--- src/wfsf_pkg.sv ---
// wfsf_pkg: types and constants shared by the seen-frame filter.
// Used by wfsf_ctrl, wfsf_datapath and wlan_frame_seen_filter; no dependencies.
package wfsf_pkg;

  // Table geometry
  localparam int TABLE_DEPTH = 1024;
  localparam int IDX_W       = $clog2(TABLE_DEPTH);
  localparam int CNT_W       = IDX_W + 1;
  localparam int NAME_BYTES  = 32;
  localparam int NAME_BITS   = NAME_BYTES * 8;

  // Field widths
  localparam int KIND_W = 3;
  localparam int ADDR_W = 48;
  localparam int LEN_W  = 6;
  localparam int WORD_W = 64;

  // Input beat
  typedef struct packed {
    logic [KIND_W-1:0] frame_kind;
    logic [ADDR_W-1:0] ap_address;
    logic [LEN_W-1:0]  ssid_length;
    logic [WORD_W-1:0] ssid_word0;
    logic [WORD_W-1:0] ssid_word1;
    logic [WORD_W-1:0] ssid_word2;
    logic [WORD_W-1:0] ssid_word3;
  } in_t;

  // Result beat
  typedef struct packed {
    logic is_new;
    logic was_flushed;
  } out_t;

  // One stored table row
  typedef struct packed {
    logic [KIND_W-1:0]    kind;
    logic [ADDR_W-1:0]    address;
    logic [LEN_W-1:0]     length;
    logic [NAME_BITS-1:0] name;
  } entry_t;

  // Controller states
  typedef enum logic [1:0] {
    S_IDLE,
    S_SCAN,
    S_STORE
  } state_t;

  // Controller to datapath
  typedef struct packed {
    logic load;      // capture the frame, restart the walk
    logic issue;     // read the entry at the walk index
    logic emit_hit;  // report a match
    logic store;     // append the frame and report it as new
  } cmd_t;

  // Datapath to controller
  typedef struct packed {
    logic hit;       // entry read last cycle matches
    logic scan_end;  // every filled entry has been read
  } status_t;

endpackage

--- src/wfsf_ctrl.sv ---
// wfsf_ctrl: state machine that sequences the table walk and the append.
// Depends on wfsf_pkg.
module wfsf_ctrl (
  input  logic              clk,
  input  logic              rst,
  input  logic              start,
  input  wfsf_pkg::status_t status,
  output wfsf_pkg::cmd_t    cmd,
  output logic              busy
);
  import wfsf_pkg::*;

  state_t state;
  state_t state_next;

  // State register
  always_ff @(posedge clk) begin
    if (rst) begin
      state <= S_IDLE;
    end else begin
      state <= state_next;
    end
  end

  // Next state and commands
  always_comb begin
    state_next = state;
    cmd        = '0;
    case (state)
      S_IDLE: begin
        if (start) begin
          cmd.load   = 1'b1;
          state_next = S_SCAN;
        end
      end
      S_SCAN: begin
        // compare the entry read last cycle, issue the next one
        if (status.hit) begin
          cmd.emit_hit = 1'b1;
          state_next   = S_IDLE;
        end else if (status.scan_end) begin
          state_next = S_STORE;
        end else begin
          cmd.issue = 1'b1;
        end
      end
      S_STORE: begin
        cmd.store  = 1'b1;
        state_next = S_IDLE;
      end
      default: begin
        state_next = S_IDLE;
      end
    endcase
  end

  assign busy = (state != S_IDLE);

endmodule

--- config.mk ---
export PLATFORM = sky130hd
export DESIGN_NAME = wfsf_ctrl
export DESIGN_NICKNAME = d
export VERILOG_FILES = /design/src/wfsf_pkg.sv /design/src/wfsf_ctrl.sv
export SDC_FILE = /design/constraint.sdc
export NUM_CORES = 1
export LEC_CHECK = 0
export ABC_AREA = 1
export BUFFER_PORTS_ARGS = -buffer_cell sky130_fd_sc_hd__buf_2
export CORE_AREA = 2 2 39 41
export CTS_CLUSTER_DIAMETER = 40
export DETAILED_ROUTE_END_ITERATION = 8
export DIE_AREA = 0 0 41 43
export PLACE_DENSITY = 0.34
export SETUP_SLACK_MARGIN = 0.02
export SLEW_MARGIN = 30
export SYNTH_ARGS = -nofsm -noshare
export SYNTH_HDL_FRONTEND = slang
export SYNTH_SLANG_ARGS = --single-unit
--- constraint.sdc ---
create_clock -name clk -period 0.95 [get_ports clk]
set_clock_uncertainty 0.15 [all_clocks]
set_input_delay 0.2375 -clock clk [delete_from_list [all_inputs] [get_ports clk]]
set_output_delay 0.2375 -clock clk [all_outputs]
set_load 0.01 [all_outputs]
==> run summary <==
### Status
• **run status** complete, but fails checks
• **violations in the final reports** negative setup slack

### Power
• **Lkg Pwr** 0.000145 uW
• **portion of total power attributed to sequential cells** 24.9%
• **highest ir drop seen on vdd** 0.477 mV
• **post-route total power** 364 uW
• **power share of the combinational group** 20.7%
• **Cell Int Power** 268 uW
• **power density over the cells** 1380 nW/um^2
• **part of the power in the clock network** 54.4%
• **net switching fraction of the power** 26.4%
• **reported net switching power** 96.0 uW

### Floorplanning
• **Std-Cell Core Area** 1380 um^2
• **Die Outline Area** 1760 um^2
• **I/O pins** 10
• **initial standard-cell utilization of the core** 8.50%
• **Die Y** 43 um
• **Die Span X** 41 um
• **row cnt** 14

### Clock network
• **clock edge transition at the registers on the reported setup and hold paths** 30 ps
• **H-tree levels** 1
• **CTS Buf Count** 3
• **TritonCTS sink count** 2
• **CTS tree** yes
• **Skew-Pair Late Insertion Delay** 230 ps
• **Max Buffers Root-to-Sink** 2
• **root buffer cell** clkbuf_4

### Finish
• **ant diodes** 0
• **top register by number of flip-flops** state
• **most common cell after layout, fill and taps aside** buf_2
• **share of cells above drive strength 1** 80.0%
• **post-layout net count** 42
• **flip-flop count of the largest register after layout** 2
• **registers with the most flip-flops** state (2)
• **highest-count cells in the layout ignoring fill and taps** buf_2 (7), nor2_2 (4)
• **signed area change from the synthesized netlist to the final layout** 124%

### STA
• **setup repair after global routing missed its margin** yes
• **final critical-path setup slack** -350 ps
• **FMAX** 769 MHz
• **count of endpoints failing setup in the final report** 6
• **post-route clock period utilization** 137%
• **final critical path time including I/O delays and setup** 1300 ps
• **number of pins exceeding their max-slew limit in the final report** 0
• **final hold viol count** 0
• **worst relative slew slack** 90.6%
• **transition time of the tightest slew-check pin** 140 ps
• **setup_tns** -1730 ps

### Setup path
• **critical-path maximum fanout** 4
• **origin of the worst setup path** state[0]
• **data required time of the critical path** 560 ps
• **count of buffer and inverter cells on the critical path** 3
• **worst flop-to-flop path endpoint** state[0]
• **delay-heaviest family, CP** flip-flops
• **Crit-path slowest cell** dfxtp_2
• **Reg-to-Reg Start** state[0]
• **critical path capture point type** output port
• **slack of the worst reg-to-reg path** -150 ps
• **Worst Setup Start Kind** flip-flop
• **path length in cells of the critical path** 5
• **critical-path cell list** inv_1, nor2_2, nand2_2, inv_2, buf_6
• **Worst EP arrival** 910 ps
• **largest incremental delay on the critical path** 340 ps
• **worst-case reg-to-reg path depth** 6
• **worst setup path class** reg2out

### Drt
• **detailed-route vias per instance** 3.16
• **total wire length after detailed routing** 338 um
• **detailed router's first-iteration violation count** 1
• **wire per inst** 6.63 um
• **remaining design rule violation count** 0
• **number of nets with antenna violations after routing** 0
• **total vias in the final route** 161
• **1st-pass router iterations** 2

### GRT
• **vias in the first global route** 159
• **overall routing resource usage** 6.01%
• **largest net degree at the start of global routing** 5
• **initial antenna violation count** 0
• **first-pass GRT wire length** 600 um
• **overflow left after global routing** 0

### Yosys
• **leading post-synthesis cells by cell area** dfxtp_1 (34%), inv_1 (19%), nor2_2 (11%), nand2_1 (9.6%), nor2_1 (9.6%)
• **post-synth design cell area** 118 um^2
• **post-synthesis average cell area** 6.19 um^2
• **sequential area share after synthesis** 34.0%
• **dominant cell type by area after synthesis** dfxtp_1
• **distinct cell type count of the synthesized netlist** 8
• **yosys warns** 0
• **#FFs+latches synth** 2
• **Mapped Cells** 19
• **portion of synthesized cell area occupied by the leading cell type** 34.0%
• **nets in the synthesized netlist** 24

### Hold path
• **Worst Min Path Start** rst
• **number of cells traversed by the worst hold path** 2
• **worst hold endpoint** state[0]
• **worst min path class** in2reg

### Placed design
• **count of buffers inserted at the top-level ports** 9
• **weighted congestion at the end of routability-driven global placement** 0.600
• **Post-DP HPWL** 244 um

### Run
• **Max-Cap Viols** 0

power by group through the flow:
stage | logic (uW) | clock network [uW] | registers (uW)
finish | 75.6 | 198 | 90.6
global route | 85.3 | 213 | 91.5
CTS | 73.6 | 200 | 93.1
detailed placement | 59.6 | 0 | 93.9
global placement | 60.1 | 0 | 93.9
floorplan | 30.3 | 0 | 93.4
kinds of logic after synthesis:
kind of cell / count (synthesis) / share of synthesized area [%]
and+or+nand+nor: 10 / 39.4
buffers and inverters: 6 / 19.1
DFF: 2 / 34.0
AOI/OAI and AO/OA: 1 / 7.45
Yosys cell counts (all sizes together):
cell / n
inv: 6
nor2: 5
nand2: 4
dfxtp: 2
a21oi: 1
nor3: 1
per-stage QoR:
| step | utilization, % | setup WS, ps | hold WS [ps] | cell area (um^2) | instances |
|---|---|---|---|---|---|
| floorplan | - | -17.5 | 143 | 124 | 19 |
| global placement | 14.7 | -134 | 272 | 204 | 46 |
| detailed placement | 14.7 | -129 | 262 | 204 | 46 |
| CTS | 18.2 | -354 | 21.0 | 251 | 50 |
| global route | 19.1 | -414 | 23.7 | 264 | 51 |
| finish | 19.1 | -350 | 21.8 | 264 | 51 |
how the worst max path moves through the flow:
stage                     endpoint  slack (ps)
after CTS                   cmd[3]        -350
after floorplan             cmd[3]         -20
after global placement      cmd[1]        -130
after global routing        cmd[2]        -410
final                       cmd[2]        -350
after detailed placement    cmd[1]        -130
area by class of cell:
type,instances,area (um^2)
fill,158,1120
timing repair buffer,13,91.3
multi-input combinational,11,62.6
sequential,2,45.0
clock buffer,3,22.5
inverter,6,22.5
tap,16,20.0
repair_timing:
action | in CTS | in global routing
gates resized for setup | 5 | 2
pin swaps | 2 | 0
buffers inserted | 1 | 1
hold buffers | 0 | 0
setup endpoints to repair | 6 | 7
hold endpoints to repair | 0 | 0
layer usage:
metal	vias up	part of all wire (%)	GRT usage, %
li1	87	-	-
met1	64	44	6.05
met2	8	42	5.94
met3	2	10	2.09
met4	0	3.8	12.0
met5	-	0	0
Power figures use the tool's default switching activity.
